<file path="src/hw/rtl/ipv4hc_pkg.sv">
`default_nettype none
package ipv4hc_pkg;

    localparam int unsigned HDR_BYTES = 20;
    localparam int unsigned CNT_W     = 5;
    localparam int unsigned ADDR_W    = 32;
    localparam int unsigned LEN_W     = 16;

    localparam logic [7:0]  VER_IHL    = 8'h45;
    localparam logic [7:0]  PROTO_ICMP = 8'd1;
    localparam logic [7:0]  PROTO_UDP  = 8'd17;
    localparam logic [15:0] SUM_GOOD   = 16'hffff;

    // verdict codes carried on the result channel
    typedef enum logic [3:0] {
        V_ICMP     = 4'd0,
        V_UDP      = 4'd1,
        V_VERSION  = 4'd2,
        V_FRAG     = 4'd3,
        V_TTL      = 4'd4,
        V_DEST     = 4'd5,
        V_CHECKSUM = 4'd6,
        V_PROTO    = 4'd7,
        V_LEARNED  = 4'd8,
        V_IGNORED  = 4'd9
    } verdict_t;

    // first early error found in the header
    typedef enum logic [1:0] {
        ERR_NONE    = 2'd0,
        ERR_VERSION = 2'd1,
        ERR_FRAG    = 2'd2,
        ERR_TTL     = 2'd3
    } err_t;

    // register index on the config port
    typedef enum logic {
        REG_ACCEPT_ADDR = 1'b0,
        REG_MAGIC_LEN   = 1'b1
    } reg_idx_t;

    typedef struct packed {
        logic [ADDR_W-1:0] accept_addr;
        logic [LEN_W-1:0]  magic_ping_len;
    } cfg_t;

    typedef struct packed {
        verdict_t verdict;
        logic     addr_known;
    } result_t;

endpackage
`default_nettype wire

</file>
<file path="src/hw/rtl/ipv4hc_regs.sv">
`default_nettype none
module ipv4hc_regs
    import ipv4hc_pkg::*;
(
    input  wire logic        aclk,
    input  wire logic        aresetn,
    input  wire logic        psel,
    input  wire logic        penable,
    input  wire logic        pwrite,
    input  wire logic [2:0]  paddr,
    input  wire logic [31:0] pwdata,
    output logic [31:0]      prdata,
    output logic             pready,
    output cfg_t             cfg
);

    cfg_t     cfg_reg;
    cfg_t     cfg_next;
    reg_idx_t sel;
    logic     wr_en;

    assign sel    = reg_idx_t'(paddr[2]);
    assign wr_en  = psel && penable && pwrite && pready;
    assign pready = 1'b1;

    always_comb begin
        cfg_next = cfg_reg;
        if (wr_en) begin
            case (sel)
                REG_ACCEPT_ADDR: cfg_next.accept_addr    = pwdata;
                REG_MAGIC_LEN:   cfg_next.magic_ping_len = pwdata[LEN_W-1:0];
                default:         cfg_next = cfg_reg;
            endcase
        end
    end

    always_comb begin
        case (sel)
            REG_ACCEPT_ADDR: prdata = cfg_reg.accept_addr;
            REG_MAGIC_LEN:   prdata = {{(32-LEN_W){1'b0}}, cfg_reg.magic_ping_len};
            default:         prdata = '0;
        endcase
    end

    always_ff @(posedge aclk) begin
        if (!aresetn) begin
            cfg_reg <= '0;
        end else begin
            cfg_reg <= cfg_next;
        end
    end

    assign cfg = cfg_reg;

endmodule
`default_nettype wire

</file>
<file path="src/hw/rtl/ipv4hc_check.sv">
`default_nettype none
module ipv4hc_check
    import ipv4hc_pkg::*;
(
    input  wire logic             aclk,
    input  wire logic             aresetn,
    input  wire logic             step,
    input  wire logic [7:0]       hdr_byte,
    input  wire logic             first_byte,
    input  wire logic [LEN_W-1:0] frame_len,
    input  wire cfg_t             cfg,
    output logic                  res_valid,
    output result_t               res
);

    logic [CNT_W-1:0]  cnt_reg, cnt_next;
    logic [15:0]       sum_reg, sum_next;
    logic [7:0]        hi_reg, hi_next;
    err_t              err_reg, err_next;
    logic [7:0]        proto_reg, proto_next;
    logic [ADDR_W-1:0] dest_reg, dest_next;
    logic [ADDR_W-1:0] learned_reg, learned_next;

    // state as seen by this byte, after a restart
    logic [CNT_W-1:0] cnt_cur;
    logic [15:0]      sum_cur;
    logic [7:0]       hi_cur;
    err_t             err_cur;
    logic [15:0]      word;
    logic [CNT_W-1:0] cnt_inc;

    function automatic logic [15:0] ones_add(input logic [15:0] acc, input logic [15:0] w);
        logic [16:0] s;
        s = {1'b0, acc} + {1'b0, w};
        ones_add = s[15:0] + {15'd0, s[16]};
    endfunction

    always_comb begin
        cnt_cur  = first_byte ? '0 : cnt_reg;
        sum_cur  = first_byte ? '0 : sum_reg;
        hi_cur   = first_byte ? '0 : hi_reg;
        err_cur  = first_byte ? ERR_NONE : err_reg;
        word     = {hi_cur, hdr_byte};
        cnt_inc  = cnt_cur + CNT_W'(1);

        cnt_next     = cnt_reg;
        sum_next     = sum_reg;
        hi_next      = hi_reg;
        err_next     = err_reg;
        proto_next   = proto_reg;
        dest_next    = dest_reg;
        learned_next = learned_reg;
        res_valid    = 1'b0;
        res.verdict  = V_IGNORED;
        res.addr_known = 1'b0;

        if (step) begin
            if (first_byte) begin
                cnt_next   = '0;
                sum_next   = '0;
                hi_next    = '0;
                err_next   = ERR_NONE;
                proto_next = '0;
                dest_next  = '0;
            end
            if (cnt_cur < CNT_W'(HDR_BYTES)) begin
                if (!cnt_cur[0]) begin
                    hi_next = hdr_byte;
                end else begin
                    sum_next = ones_add(sum_cur, word);
                    if (cnt_cur == CNT_W'(7) && err_cur == ERR_NONE && word[13:0] != '0)
                        err_next = ERR_FRAG;
                end
                if (cnt_cur == '0 && hdr_byte != VER_IHL)
                    err_next = ERR_VERSION;
                if (cnt_cur == CNT_W'(8) && err_cur == ERR_NONE && hdr_byte == '0)
                    err_next = ERR_TTL;
                if (cnt_cur == CNT_W'(9))
                    proto_next = hdr_byte;
                if (cnt_cur inside {[16:19]})
                    dest_next = {dest_next[ADDR_W-9:0], hdr_byte};
                cnt_next = cnt_inc;

                // last header byte: verdict from the updated state
                if (cnt_inc == CNT_W'(HDR_BYTES)) begin
                    res_valid = 1'b1;
                    case (err_next)
                        ERR_VERSION: res.verdict = V_VERSION;
                        ERR_FRAG:    res.verdict = V_FRAG;
                        ERR_TTL:     res.verdict = V_TTL;
                        default: begin
                            if (learned_reg != '0) begin
                                if (dest_next != cfg.accept_addr)
                                    res.verdict = V_DEST;
                                else if (sum_next != SUM_GOOD)
                                    res.verdict = V_CHECKSUM;
                                else if (proto_next == PROTO_ICMP)
                                    res.verdict = V_ICMP;
                                else if (proto_next == PROTO_UDP)
                                    res.verdict = V_UDP;
                                else
                                    res.verdict = V_PROTO;
                            end else if (proto_next == PROTO_ICMP
                                         && frame_len == cfg.magic_ping_len) begin
                                learned_next = dest_next;
                                res.verdict  = V_LEARNED;
                            end else begin
                                res.verdict = V_IGNORED;
                            end
                        end
                    endcase
                    res.addr_known = (learned_next != '0);
                end
            end
        end
    end

    always_ff @(posedge aclk) begin
        if (!aresetn) begin
            cnt_reg     <= '0;
            sum_reg     <= '0;
            hi_reg      <= '0;
            err_reg     <= ERR_NONE;
            proto_reg   <= '0;
            dest_reg    <= '0;
            learned_reg <= '0;
        end else begin
            cnt_reg     <= cnt_next;
            sum_reg     <= sum_next;
            hi_reg      <= hi_next;
            err_reg     <= err_next;
            proto_reg   <= proto_next;
            dest_reg    <= dest_next;
            learned_reg <= learned_next;
        end
    end

endmodule
`default_nettype wire

</file>
<file path="src/hw/rtl/ipv4_header_receive_check_unit.sv">
`default_nettype none
// ipv4 receive header check: takes a 20-byte ipv4 header one byte per transfer on
// the s_ stream (with the frame length and a first-byte flag) and gives one verdict
// transfer on the m_ stream after the twentieth byte; bytes after the verdict are
// dropped until the next first-byte flag. one byte is taken every cycle while the
// result side keeps up; a byte lands in the input register, the header check updates
// the counter, checksum and captured fields and the verdict lands in the result
// register, which drives m_tvalid. while a verdict waits with m_tready low the held
// byte waits too, and the input stalls until the verdict transfer. the apb port
// holds the accept address (0x0) and the magic ping length (0x4); write them only
// while no header is in flight
module ipv4_header_receive_check_unit
    import ipv4hc_pkg::*;
(
    input  wire logic        aclk,
    input  wire logic        aresetn,
    // input stream
    input  wire logic        s_tvalid,
    output logic             s_tready,
    input  wire logic [23:0] s_tdata,   // [7:0] hdr_byte, [23:8] frame_len
    input  wire logic        s_tuser,   // [0] first_byte
    // result stream
    output logic             m_tvalid,
    input  wire logic        m_tready,
    output logic [7:0]       m_tdata,   // [3:0] verdict, [4] addr_known, [7:5] zero
    // config port
    input  wire logic        psel,
    input  wire logic        penable,
    input  wire logic        pwrite,
    input  wire logic [2:0]  paddr,
    input  wire logic [31:0] pwdata,
    output logic [31:0]      prdata,
    output logic             pready
);

    cfg_t cfg;

    // input register
    logic             in_valid_reg;
    logic [7:0]       in_byte_reg;
    logic [LEN_W-1:0] in_len_reg;
    logic             in_first_reg;

    // result register
    logic    out_valid_reg, out_valid_next;
    result_t out_reg;

    logic    advance;
    logic    res_valid;
    result_t res;

    ipv4hc_regs u_regs (
        .aclk    (aclk),
        .aresetn (aresetn),
        .psel    (psel),
        .penable (penable),
        .pwrite  (pwrite),
        .paddr   (paddr),
        .pwdata  (pwdata),
        .prdata  (prdata),
        .pready  (pready),
        .cfg     (cfg)
    );

    // the held byte moves on whenever the result register is free or draining
    assign advance  = in_valid_reg && (!out_valid_reg || m_tready);
    assign s_tready = !in_valid_reg || advance;

    ipv4hc_check u_check (
        .aclk       (aclk),
        .aresetn    (aresetn),
        .step       (advance),
        .hdr_byte   (in_byte_reg),
        .first_byte (in_first_reg),
        .frame_len  (in_len_reg),
        .cfg        (cfg),
        .res_valid  (res_valid),
        .res        (res)
    );

    always_comb begin
        out_valid_next = out_valid_reg;
        if (m_tready)
            out_valid_next = 1'b0;
        if (advance && res_valid)
            out_valid_next = 1'b1;
    end

    always_ff @(posedge aclk) begin
        if (!aresetn) begin
            in_valid_reg  <= 1'b0;
            out_valid_reg <= 1'b0;
        end else begin
            if (s_tready)
                in_valid_reg <= s_tvalid;
            out_valid_reg <= out_valid_next;
        end
    end

    // payload registers
    always_ff @(posedge aclk) begin
        if (s_tready && s_tvalid) begin
            in_byte_reg  <= s_tdata[7:0];
            in_len_reg   <= s_tdata[23:8];
            in_first_reg <= s_tuser;
        end
        if (advance && res_valid)
            out_reg <= res;
    end

    assign m_tvalid = out_valid_reg;
    assign m_tdata  = {3'b000, out_reg.addr_known, out_reg.verdict};

endmodule
`default_nettype wire
</file>
<file path="config.mk">
export PLATFORM = sky130hd
export DESIGN_NAME = ipv4_header_receive_check_unit
export DESIGN_NICKNAME = d
export VERILOG_FILES = /design/src/hw/rtl/ipv4hc_pkg.sv /design/src/hw/rtl/ipv4hc_regs.sv /design/src/hw/rtl/ipv4hc_check.sv /design/src/hw/rtl/ipv4_header_receive_check_unit.sv
export SDC_FILE = /design/constraint.sdc
export NUM_CORES = 1
export LEC_CHECK = 0
export ABC_AREA = 0
export BUFFER_PORTS_ARGS = -buffer_cell sky130_fd_sc_hd__buf_2
export CAP_MARGIN = 20
export CORE_AREA = 2 2 138 140
export CTS_CLUSTER_SIZE = 24
export DETAILED_ROUTE_END_ITERATION = 12
export DIE_AREA = 0 0 140 142
export MAX_ROUTING_LAYER = met4
export PLACE_DENSITY_LB_ADDON = 0.08
export SYNTH_ARGS = -nofsm -noshare
export SYNTH_HDL_FRONTEND = slang
export SYNTH_SLANG_ARGS = --single-unit
</file>
<file path="constraint.sdc">
create_clock -name aclk -period 8.72 [get_ports aclk]
set_input_delay 1.308 -clock aclk [delete_from_list [all_inputs] [get_ports aclk]]
set_output_delay 1.308 -clock aclk [all_outputs]
set_load 0.1 [all_outputs]
</file>
== Word level (Yosys, flattened, before mapping) ==
Cells that the tools add are included.

* Register bits after elaboration: 183
* Logic and storage cells: 110

* $add $sub $neg: 3
* $lt $le $gt $ge: 3
* Equality and inequality tests: 13
* Multiplexer cells: 47
* Bitwise logic cells: 1
* Reduce and logical (&&, ||, !) cells: 27

{| class="wikitable"
|+ Operator list
! cell !! count
|-
| $mux 32 || 11
|-
| $mux 16 || 5
|-
| $mux 8 || 8
|-
| $pmux 32 s2 || 1
|-
| $reduce_bool 32->1 || 2
|-
| $ne 32x32->1 || 1
|-
| $add 16x16->17 || 1
|-
| $add 16x1->16 || 1
|-
| $eq 16x16->1 || 1
|-
| $mux 2 || 8
|-
| $mux 4 || 4
|-
| $ne 16x16->1 const B || 1
|-
| $reduce_bool 14->1 || 1
|-
| $logic_and 1x1->1 || 12
|-
| $pmux 4 s3 || 1
|-
| $eq 5x4->1 const B || 2
|-
| $mux 5 || 2
|-
| $eq 8x1->1 const B || 1
|-
| $eq 8x5->1 const B || 1
|-
| $logic_not 8->1 || 1
|-
| $ne 8x7->1 const B || 1
|-
| $mux 1 || 6
|-
| $add 5x1->5 const B || 1
|-
| $eq 5x3->1 const B || 1
|-
| other kinds (16) || 20
|}

== Depth between registers and ports, before layout ==
Gate-level depths: netlist of run 1.

* Depth in word-level cells: 17
* Depth in mapped cells: 31
* Gate-level depth less buffers: 25

== Cells and area by module ==
A second synthesis of run 1 with hierarchy kept.

* Cells, all modules: 1,265
* Area, all modules: 10,901.7 µm²

{| class="wikitable"
|+ By module, submodules not included
! module !! instances !! cells each !! area each (µm²) !! seq. area each (µm²)
|-
| ipv4hc_check || 1 || 988 || 7,678.6 || 2,062.0
|-
| ipv4hc_regs || 1 || 230 || 2,183.3 || 960.9
|-
| ipv4_header_receive_check_unit || 1 || 47 || 1,039.7 || 940.9
|}

== Worst setup path after synthesis of run 1 ==
No wires, ideal clock.

* Path kind: register -> register
* Start point: register in_first_reg
* End point: register out_reg, in the netlist m_tdata[1], data pin
* Library setup time: 255 ps
* Arrival: 6,185 ps
* Data required time: 8,465 ps
* Path slack: 2,280 ps
* Cell stages (with the launch flop): 32
* Path buffers: 7
* Path through: edfxtp_1 > buf_6 > buf_4 > buf_2 > buf_1 > buf_1 > clkbuf_1 > clkbuf_1 > nor2b_1 > ha_1 > ha_1 > nand3_1 > a2111o_1 > a22o_4 > o31ai_4 > a31oi_2 > nor2b_1 > o21a_1 > o21a_1 > o21ai_0 > nand2b_1 > ha_1 > ha_1 > inv_1 > nor4_1 > and2_1 > a221oi_1 > or4_1 > nor4b_1 > o2111a_1 > a31oi_1 > a31o_1

* Cells in the longest elaborated chain, start to end: 12
* Elaborated cells on any way between the ends: 54
* Those cells by class: 3 x add/sub; 3 x order compare; 11 x eq/ne; 27 x mux; 10 x reduce/logical

{| class="wikitable"
|+ RTL lines
! what !! RTL line !! RTL
|-
| start, declared || ipv4_header_receive_check_unit.sv:42 || <nowiki>logic in_first_reg;</nowiki>
|-
| start signal, assigned || ipv4_header_receive_check_unit.sv:105 || <nowiki>in_first_reg <= s_tuser;</nowiki>
|-
| branches (longest 12 deep; another with $add 16x16->17) || -- ||
|-
| end signal, assigned || ipv4_header_receive_check_unit.sv:108 || <nowiki>out_reg <= res;</nowiki>
|-
| end, declared || ipv4_header_receive_check_unit.sv:46 || <nowiki>result_t out_reg;</nowiki>
|}

Parallel ways; which one is timed is not known. The select of a mux whose other input is x is not followed.
A chain may end at the register's enable or synchronous reset.

== Final worst setup path of run 1 ==
Ends and elaborated chain as after synthesis.

==> flow_summary.ini, run 1 <==
[sta]
tightest_slew_ns = 1.14
finalCritPeriodShare_pct = 74.0
drv_slew = 0
finalHoldViolCount = 0
rsz0062_at_grt = no
finalSetupViolCount = 0
relSlewSlack_pct = 23.1
period_needed_ns = 6.45
fmax_mhz = 155
finClkSkew_ns = 0.0122
setup_tns_ns = 0

[clock_tree]
holdBufCountCts = 0
numCtsBuffers = 17
path_clk_slew_ns = 0.08
ctsResizeCount = 0
cts_num_sinks = 183
clk_path_buf_depth = 2
cts_tree = built
insertion_delay_ns = 0.44
cts-root-buf = clkbuf_16
post_cts_buffers = 0
h-tree-depth = 4

[logic_synthesis]
synth_seq_cells = 183
synthDistinctLibCells = 84
yosys.area_share.adder_pct = 2.10
avgSynthCellArea_sq_um = 8.34
synth-simple-area-share_pct = 24.3
synthFlopType = dfxtp_1
synth_warnings = 0
netlist_area_sq_um = 10000
muxShareOfSynthArea_pct = 6.39
syn_inst = 1202
synth_compound_area_share_pct = 16.2
synth-xor-area-share_pct = 6.73
synth_edf_count = 30
synth_top_family_by_area = simple AND/OR/NAND/NOR gates
async_flop_share_pct = 0
seq_area_frac_synth_pct = 39.6

[critical_path]
cp_slowest_stage_delay_ns = 0.57
cp.required_ns = 8.91
r2r_end = m_tdata[1]$_SDFFCE_PN0P_
ff2ff_setup_slack_ns = 2.27
crit_path_end_kind = register
crit_top_cell = ha_1
cp_slowest_cell = or4_1
arrival_ns = 6.64
crit_fanout = 31
rr_worst_depth = 27
critical-path-top-delay-family = compound AO/OA/AOI/OAI gates
path_buf_inv = 4
path_class = reg -> reg
reg2reg_from = in_first_reg$_DFFE_PP_
worst_setup_path_start_kind = register

[min_path]
hold_end = u_check.dest_reg[28]$_SDFFE_PN0P_
min_path_type = reg -> reg
hold_path_depth = 2
hold_path.startpoint = u_check.dest_reg[28]$_SDFFE_PN0P_

[die]
die_area_sq_um = 19900
initial_core_util_pct = 54.3
pin_count = 110
die_h_um = 142
fp.coreArea_sq_um = 18500
rows = 50
die_w_um = 140

[global_routing]
grt_max_degree = 113
grt_antenna_before_repair = 1
grt_pass1_wl_um = 42900
grtUsageTotal_pct = 27.7
grt_pass1_vias = 8098
grt_overflow = 0

[run_status]
status = complete, but fails checks
failed_checks = DRC

[route]
antenna_left = 0
post_drt_wl_per_cell_um = 17.6
wl_met1_um = 12500
wl_um = 26500
drt_iter0_drc = 660
top_layer = met4
dr_wl_met2_um = 12400
first_pass_iters = 9
via_per_inst = 5.80
remaining_drc_errors = 1
vias = 8730
wl_met3_um = 1320

[final_layout]
layout.cells.non_filler = 1504
drive_above_1_share_pct = 15.1
num-nets-final = 1339
final_common_cell = nand2_1
largest_reg_flops = 48
layout_common_cells = nand2_1, dfxtp_1, nor2_1
syn_to_final_growth_pct = 12.2

[power]
leakagePower_nw = 4.35
ir_worst_vdd_v = 0.000145
p_per_area_nw_per_um2 = 173
power.total_mw = 1.95

[place]
dp.cells = 1468
io_buffers = 103
globalplace.congestion = 0.851
dp_hpwl_um = 18400

[run]
drv_cap = 0
[synthesized netlist by cell type, types with 5 or more instances]
| master | number | area [sq um] |
|---|---|---|
| nor2_1 | 147 | 552 |
| o21ai_0 | 11 | 55.1 |
| nand2_1 | 185 | 694 |
| edfxtp_1 | 30 | 901 |
| xnor2_1 | 57 | 499 |
| buf_6 | 8 | 90.1 |
| buf_2 | 9 | 45.0 |
| nor4_1 | 26 | 163 |
| nand3_1 | 17 | 85.1 |
| and2_1 | 7 | 43.8 |
| a21oi_1 | 125 | 626 |
| a31oi_1 | 8 | 50.1 |
| o211ai_1 | 11 | 82.6 |
| a22oi_1 | 15 | 113 |
| inv_1 | 16 | 60.1 |
| buf_1 | 11 | 41.3 |
| dfxtp_1 | 153 | 3060 |
| mux2_2 | 16 | 180 |
| or4_1 | 7 | 52.6 |
| nand4_1 | 16 | 100 |
| o21a_1 | 5 | 37.5 |
| a211oi_1 | 20 | 150 |
| nand3b_1 | 6 | 45.0 |
| xor2_1 | 20 | 175 |
| buf_4 | 7 | 52.6 |
| nor3_1 | 19 | 95.1 |
| nor2b_1 | 44 | 275 |
| mux2i_1 | 41 | 410 |
| clkbuf_1 | 47 | 176 |
| ha_1 | 16 | 200 |
| nand2b_1 | 7 | 43.8 |
[per-stage QoR]
step	worst slack [ns]	utilization (%)	hold slack (ns)	cell area (sq um)
global placement	2.35	57.0	0.441	10500
CTS	2.30	60.6	0.459	11200
global route	1.74	60.9	0.475	11200
detailed placement	2.34	57.0	0.448	10500
floorplan	2.28	-	0.436	10000
finish	2.27	60.9	0.460	11200
[report_power, final]
group | internal [mW] | switching [mW] | total (mW) | leakage [nW]
clock | 0.431 | 0.409 | 0.840 | 0.318
sequential | 0.879 | 0.0338 | 0.913 | 1.53
combinational | 0.0652 | 0.129 | 0.194 | 2.51
total | 1.38 | 0.572 | 1.95 | 4.35
[routing by layer]
metal / vias to the layer above / GRT usage [%]
met5: - / -
met4: 0 / 6.33
met3: 20 / 4.34
met2: 260 / 43.9
met1: 4128 / 37.7
li1: 4322 / -
[cell families after synthesis]
| logic type | Yosys count |
|---|---|
| AO/OA/AOI/OAI | 249 |
| XOR/XNOR | 77 |
| flip-flops | 183 |
| buffers and inverters | 99 |
| adder cells (fa/ha/maj) | 17 |
| AND/OR/NAND/NOR | 515 |
| other | 2 |
| multiplexers | 60 |
[layout make-up]
type                            count  area (sq um)
Antenna cell                        1          2.50
Clock buffer                       17           425
Clock inverter                     15           238
Fill cell                        1632          7210
Inverter                           17          66.3
Multi-Input combinational cell    922          5610
Sequential cell                   183          3960
Tap cell                          234           293
Timing Repair Buffer              115           643
[worst reg2reg max path, cell delays in order (launching register included)]
cell      delay (ns)
edfxtp_1        0.36
buf_4           0.25
inv_1           0.09
buf_4           0.27
nand2_1         0.11
xnor2_1         0.15
ha_1            0.23
nand3_1         0.09
a2111o_1        0.49
a22o_4          0.28
o31ai_4         0.32
a31oi_2         0.20
nor2b_1         0.15
o21a_1          0.11
o21a_1          0.10
o21ai_0         0.07
nand2b_1        0.14
ha_1            0.19
ha_1            0.14
inv_1           0.06
nor4_1          0.55
and2_1          0.21
a221oi_1        0.08
or4_1           0.57
nor4b_1         0.35
o2111a_1        0.34
a31oi_1         0.11
a31o_1          0.20
[worst max-delay path by stage]
stage	startpoint	end	slack (ns)	depth (start not counted)
floorplan	in_first_reg$_DFFE_PP_	m_tdata[1]$_SDFFCE_PN0P_	2.28	31
global placement	in_first_reg$_DFFE_PP_	m_tdata[1]$_SDFFCE_PN0P_	2.35	27
finish	in_first_reg$_DFFE_PP_	m_tdata[1]$_SDFFCE_PN0P_	2.27	27
global route	in_first_reg$_DFFE_PP_	m_tdata[1]$_SDFFCE_PN0P_	1.74	27
CTS	in_first_reg$_DFFE_PP_	m_tdata[1]$_SDFFCE_PN0P_	2.30	27
detailed placement	in_first_reg$_DFFE_PP_	m_tdata[1]$_SDFFCE_PN0P_	2.34	27
No activity file was read; power rests on OpenSTA's default activity.
==> inputs of run 2 (changes only) <==
CORE_AREA = 2 2 140 142   (was 2 2 138 140)
DIE_AREA = 0 0 142 144   (was 0 0 140 142)
clock period = 5.5 ns   (was 8.72 ns; I/O delays follow)
==> run 2 against run 1 <==
The run now ends clean. Fmax increased by 25%. Total power increased by 56%. Register-to-register slack got worse by 1.9 ns. Clock skew is 0.0017 ns lower. Design area is 1.7% higher. Die area increased by 2.9%. Via count is 1.1% higher. Cell count increased by 1.9%. Non-clock buffer count increased by 24. Hold slack lost 0.0033 ns. Combinational power rose by 70%.
==> flow_summary.ini, run 2 (same netlist as run 1, synthesis figures left out) <==
[die]
die_w_um = 142
die_area_sq_um = 20400
initial_core_util_pct = 52.5
pin_count = 110
fp.coreArea_sq_um = 19100
rows = 51
die_h_um = 144

[final_layout]
drive_above_1_share_pct = 17.5
layout_common_cells = nand2_1, dfxtp_1, nor2_1
num-nets-final = 1363
largest_reg_flops = 48
final_common_cell = nand2_1
syn_to_final_growth_pct = 14.1

[critical_path]
critPathLaunch = in_first_reg$_DFFE_PP_
crit_fanout = 5
worst_setup_path_start_kind = register
arrival_ns = 5.35
path_class = reg -> reg
crit_path_end_kind = register
cp.required_ns = 5.70
reg2reg_from = in_first_reg$_DFFE_PP_

[global_routing]
grt_pass1_wl_um = 43100
grt_antenna_before_repair = 2
grt_max_degree = 92
grtUsageTotal_pct = 27.7
grt_overflow = 0
grt_pass1_vias = 8142

[sta]
tightest_slew_ns = 0.935
fmax_mhz = 194
finalHoldViolCount = 0
drv_slew = 0
relSlewSlack_pct = 37.7
setup_slack_ns = 0.352
rsz0062_at_grt = no
period_needed_ns = 5.15
setup_tns_ns = 0
finClkSkew_ns = 0.0105
finalSetupViolCount = 0
finalCritPeriodShare_pct = 93.6

[clock_tree]
cts_tree = built
clk_path_buf_depth = 2
path_clk_slew_ns = 0.08
cts_num_sinks = 183
holdBufCountCts = 0
cts-root-buf = clkbuf_16
insertion_delay_ns = 0.44
numCtsBuffers = 17
h-tree-depth = 4

[min_path]
min_path_type = reg -> reg
hold_path.startpoint = u_check.dest_reg[31]$_SDFFE_PN0P_

[power]
ir_worst_vdd_v = 0.000241
p_per_area_nw_per_um2 = 265
leakagePower_nw = 4.44

[route]
post_drt_wl_per_cell_um = 17.6
first_pass_iters = 7
via_per_inst = 5.76
drt_iter0_drc = 595
vias = 8823
antenna_left = 0
wl_um = 27000
remaining_drc_errors = 0

[run]
drv_cap = 0

[place]
io_buffers = 103
globalplace.congestion = 0.838
dp_slack_ns = 0.262
dp_hpwl_um = 18900

[run_status]
status = complete, no violations
[run 2: changes by cell type in the layout (fill, tap and decap cells not counted), moves of 3 or more]
cell	before	now
ha_1	16	12
inv_8	4	0
clkinv_4	0	3
inv_6	0	4
inv_12	4	1
buf_4	9	34
[run 2: metrics by stage]
| stage | hold WS, ns | total power [mW] | utilization [%] | std cells | area [sq um] |
|---|---|---|---|---|---|
| detailed placement | 0.449 | 1.79 | 56.5 | 1497 | 10800 |
| finish | 0.456 | 3.03 | 60.0 | 1533 | 11400 |
| global route | 0.485 | 3.14 | 60.0 | 1533 | 11400 |
| floorplan | 0.436 | 1.70 | - | 1204 | 10100 |
| CTS | 0.459 | 3.04 | 59.8 | 1529 | 11400 |
| global placement | 0.446 | 1.79 | 56.4 | 1496 | 10800 |
[run 2: worst paths after layout]
check | slack (ns) | cells past startpoint | to
max | 0.35 | 25 | m_tdata[1]$_SDFFCE_PN0P_
min reg2reg | 0.46 | 2 | u_check.dest_reg[31]$_SDFFE_PN0P_
min | 0.46 | 2 | u_check.dest_reg[31]$_SDFFE_PN0P_
max reg2reg | 0.35 | 25 | m_tdata[1]$_SDFFCE_PN0P_
[run 2: power breakdown]
group | total (mW) | switching [mW] | internal, mW
combinational | 0.330 | 0.221 | 0.109
clock | 1.27 | 0.624 | 0.643
sequential | 1.43 | 0.0401 | 1.39
total | 3.03 | 0.885 | 2.15
[run 2: cell type report]
class                   count  area [sq um]
diodes                      2          5.00
clock buffers              18           450
clock inverters            14           175
fillers                  1764          7640
inverters                  17          66.3
multi-input cells         922          5690
flip-flops and latches    183          3960
well taps                 238           298
repair buffers            139           787
[run 2: repair_timing]
action,in CTS,in global routing
setup buffers,0,1
endpoints found under the setup margin,0,3
hold endpoints to repair,0,0
resized for setup,0,3
[run 2: layer usage]
metal  part of all wire [%]  track usage [%]
met4                    1.9             8.58
met3                    5.1             3.94
met5                      0                -
met2                     47             43.3
met1                     46             37.4
[run 2: worst max-delay path, stage by stage, from the launching register on]
cell      delay, ns
edfxtp_1       0.43
inv_1          0.09
nand2_1        0.09
xnor2_2        0.19
ha_4           0.17
nand3_1        0.07
a2111o_1       0.42
a22o_4         0.27
o31ai_4        0.27
a31oi_4        0.17
nor2b_1        0.14
o21a_1         0.11
o21a_1         0.09
o21ai_0        0.09
nand2b_1       0.14
ha_2           0.22
ha_4           0.13
inv_2          0.05
nor4_4         0.21
and2_1         0.17
a221oi_1       0.08
or4_1          0.47
nor4b_2        0.23
o2111a_2       0.29
a31oi_1        0.10
a31o_1         0.19
==> inputs of run 3 (changes only) <==
==> constraint.sdc (replaced) <==
create_clock -name aclk -period 5.5 [get_ports aclk]
set_input_delay 1.1 -clock aclk [delete_from_list [all_inputs] [get_ports aclk]]
set_output_delay 1.1 -clock aclk [all_outputs]
set_load 0.1 [all_outputs]
==> run 3 against run 2 <==
Fmax shrank 1.6%. First-iteration DRC count grew 25%. Worst setup slack lost 0.086 ns. Via count grew 0.11%. Critical path depth is the same. Design area is essentially flat. Register-to-register slack lost 0.09 ns. Non-clock buffer count grew 1. Critical endpoint unchanged. Largest power group unchanged. Highest routed layer unchanged.
==> flow_summary.ini, run 3 (same netlist as run 1, synthesis figures left out) <==
[run_status]
status = complete, no violations

[run]
drv_cap = 0

[route]
via_per_inst = 5.76
remaining_drc_errors = 0
antenna_left = 0
wl_um = 26800
post_drt_wl_per_cell_um = 17.5
vias = 8833
drt_iter0_drc = 742
first_pass_iters = 5

[critical_path]
worst_setup_path_start_kind = register
cp.required_ns = 5.69
path_buf_inv = 2
arrival_ns = 5.43
path_class = reg -> reg
cp_slowest_cell = or4_1
critical-path-top-delay-family = compound AO/OA/AOI/OAI gates
cp_slowest_stage_delay_ns = 0.46
crit_fanout = 5
crit_path_end_kind = register

[final_layout]
fin_area_sq_um = 11400
syn_to_final_growth_pct = 14.3
largest_reg_flops = 48
num-nets-final = 1364
layout_common_cells = nand2_1, dfxtp_1, nor2_1
fillCellCount = 1745
final_common_cell = nand2_1
drive_above_1_share_pct = 17.4

[clock_tree]
h-tree-depth = 4
post_cts_buffers = 0
cts_num_sinks = 183
ctsResizeCount = 0
holdBufCountCts = 0
cts_tree = built
clk_path_buf_depth = 2
insertion_delay_ns = 0.45
path_clk_slew_ns = 0.08
numCtsBuffers = 17
cts-root-buf = clkbuf_16

[die]
rows = 51
fp.coreArea_sq_um = 19100
pin_count = 110
die_h_um = 144
initial_core_util_pct = 52.5
die_w_um = 142
die_area_sq_um = 20400

[power]
p_per_area_nw_per_um2 = 266
ir_worst_vdd_v = 0.000196
power.total_mw = 3.04
leakagePower_nw = 4.45

[place]
globalplace.congestion = 0.892
dp_hpwl_um = 19100
placed_area_sq_um = 10800
io_buffers = 103

[global_routing]
grt_overflow = 0
grt_pass1_wl_um = 43700
grt_max_degree = 94
grtUsageTotal_pct = 27.8
grt_antenna_before_repair = 1
grt_pass1_vias = 8344

[sta]
tightest_slew_ns = 1.07
fmax_mhz = 191
finalCritPeriodShare_pct = 95.2
drv_slew = 0
finalSetupViolCount = 0
rsz0062_at_grt = no
period_needed_ns = 5.23
finClkSkew_ns = 0.0174
finalHoldViolCount = 0
relSlewSlack_pct = 28.0

[min_path]
min_path_type = reg -> reg
## run 3: cell count changes in the layout (fill, tap and decap cells not counted), moves of 2 or more
cell      delta
inv_8        +4
inv_12       +2
inv_6        -4
buf_4        +2
clkinv_4     -3
## run 3: final cells by class
| cell class | count | area [sq um] | area share, % |
|---|---|---|---|
| Multi-Input combinational cell | 922 | 5680 | 49.6 |
| Sequential cell | 183 | 3960 | 34.6 |
| Timing Repair Buffer | 140 | 797 | 6.96 |
| Clock buffer | 17 | 425 | 3.72 |
| Tap cell | 238 | 298 | 2.60 |
| Clock inverter | 15 | 213 | 1.86 |
| Inverter | 17 | 66.3 | 0.579 |
| Antenna cell | 1 | 2.50 | 0.0219 |
## run 3: report_power, final
| part | switching [mW] | internal [mW] |
|---|---|---|
| combinational | 0.224 | 0.111 |
| clock | 0.645 | 0.633 |
| sequential | 0.0372 | 1.39 |
| total | 0.907 | 2.14 |
## run 3: per-layer routing
layer	vias up	wire (um)	part of all wire, %	track usage (%)
met1	4142	12300	46	36.7
met4	0	672	2.5	9.11
met3	48	1370	5.1	4.57
li1	4379	-	-	-
met2	264	12400	46	43.9
met5	-	0	0	-
## run 3: path summary, 6_finish.rpt
path / start / endpoint / slack [ns] / depth (start not counted)
min reg2reg: u_check.dest_reg[31]$_SDFFE_PN0P_ / u_check.dest_reg[31]$_SDFFE_PN0P_ / 0.46 / 2
max reg2reg: in_first_reg$_DFFE_PP_ / m_tdata[1]$_SDFFCE_PN0P_ / 0.27 / 25
max: in_first_reg$_DFFE_PP_ / m_tdata[1]$_SDFFCE_PN0P_ / 0.27 / 25
min: u_check.dest_reg[31]$_SDFFE_PN0P_ / u_check.dest_reg[31]$_SDFFE_PN0P_ / 0.46 / 2
## run 3: through the flow
| stage | std cells | TNS, ns | util, % | setup WS, ns | hold slack, ns |
|---|---|---|---|---|---|
| after global routing | 1533 | 0 | 60.0 | 0.0183 | 0.479 |
| after floorplan | 1204 | -0.0357 | - | -0.0319 | 0.436 |
| after detailed placement | 1500 | 0 | 56.6 | 0.260 | 0.448 |
| after global placement | 1499 | 0 | 56.6 | 0.336 | 0.442 |
| final | 1533 | 0 | 60.0 | 0.266 | 0.457 |
| after CTS | 1532 | 0 | 60.0 | 0.217 | 0.458 |
## run 3: worst register-to-register path, cell delays in order, from the launching register on
cell,delay [ns]
edfxtp_1,0.44
inv_1,0.10
nand2_1,0.09
xnor2_2,0.21
ha_4,0.18
nand3_1,0.07
a2111o_1,0.42
a22o_4,0.27
o31ai_4,0.26
a31oi_4,0.18
nor2b_1,0.15
o21a_1,0.11
o21a_1,0.11
o21ai_0,0.08
nand2b_1,0.12
ha_2,0.21
ha_4,0.13
inv_2,0.05
nor4_4,0.22
and2_1,0.17
a221oi_1,0.08
or4_1,0.46
nor4b_2,0.23
o2111a_1,0.32
a31oi_1,0.11
a31o_1,0.20
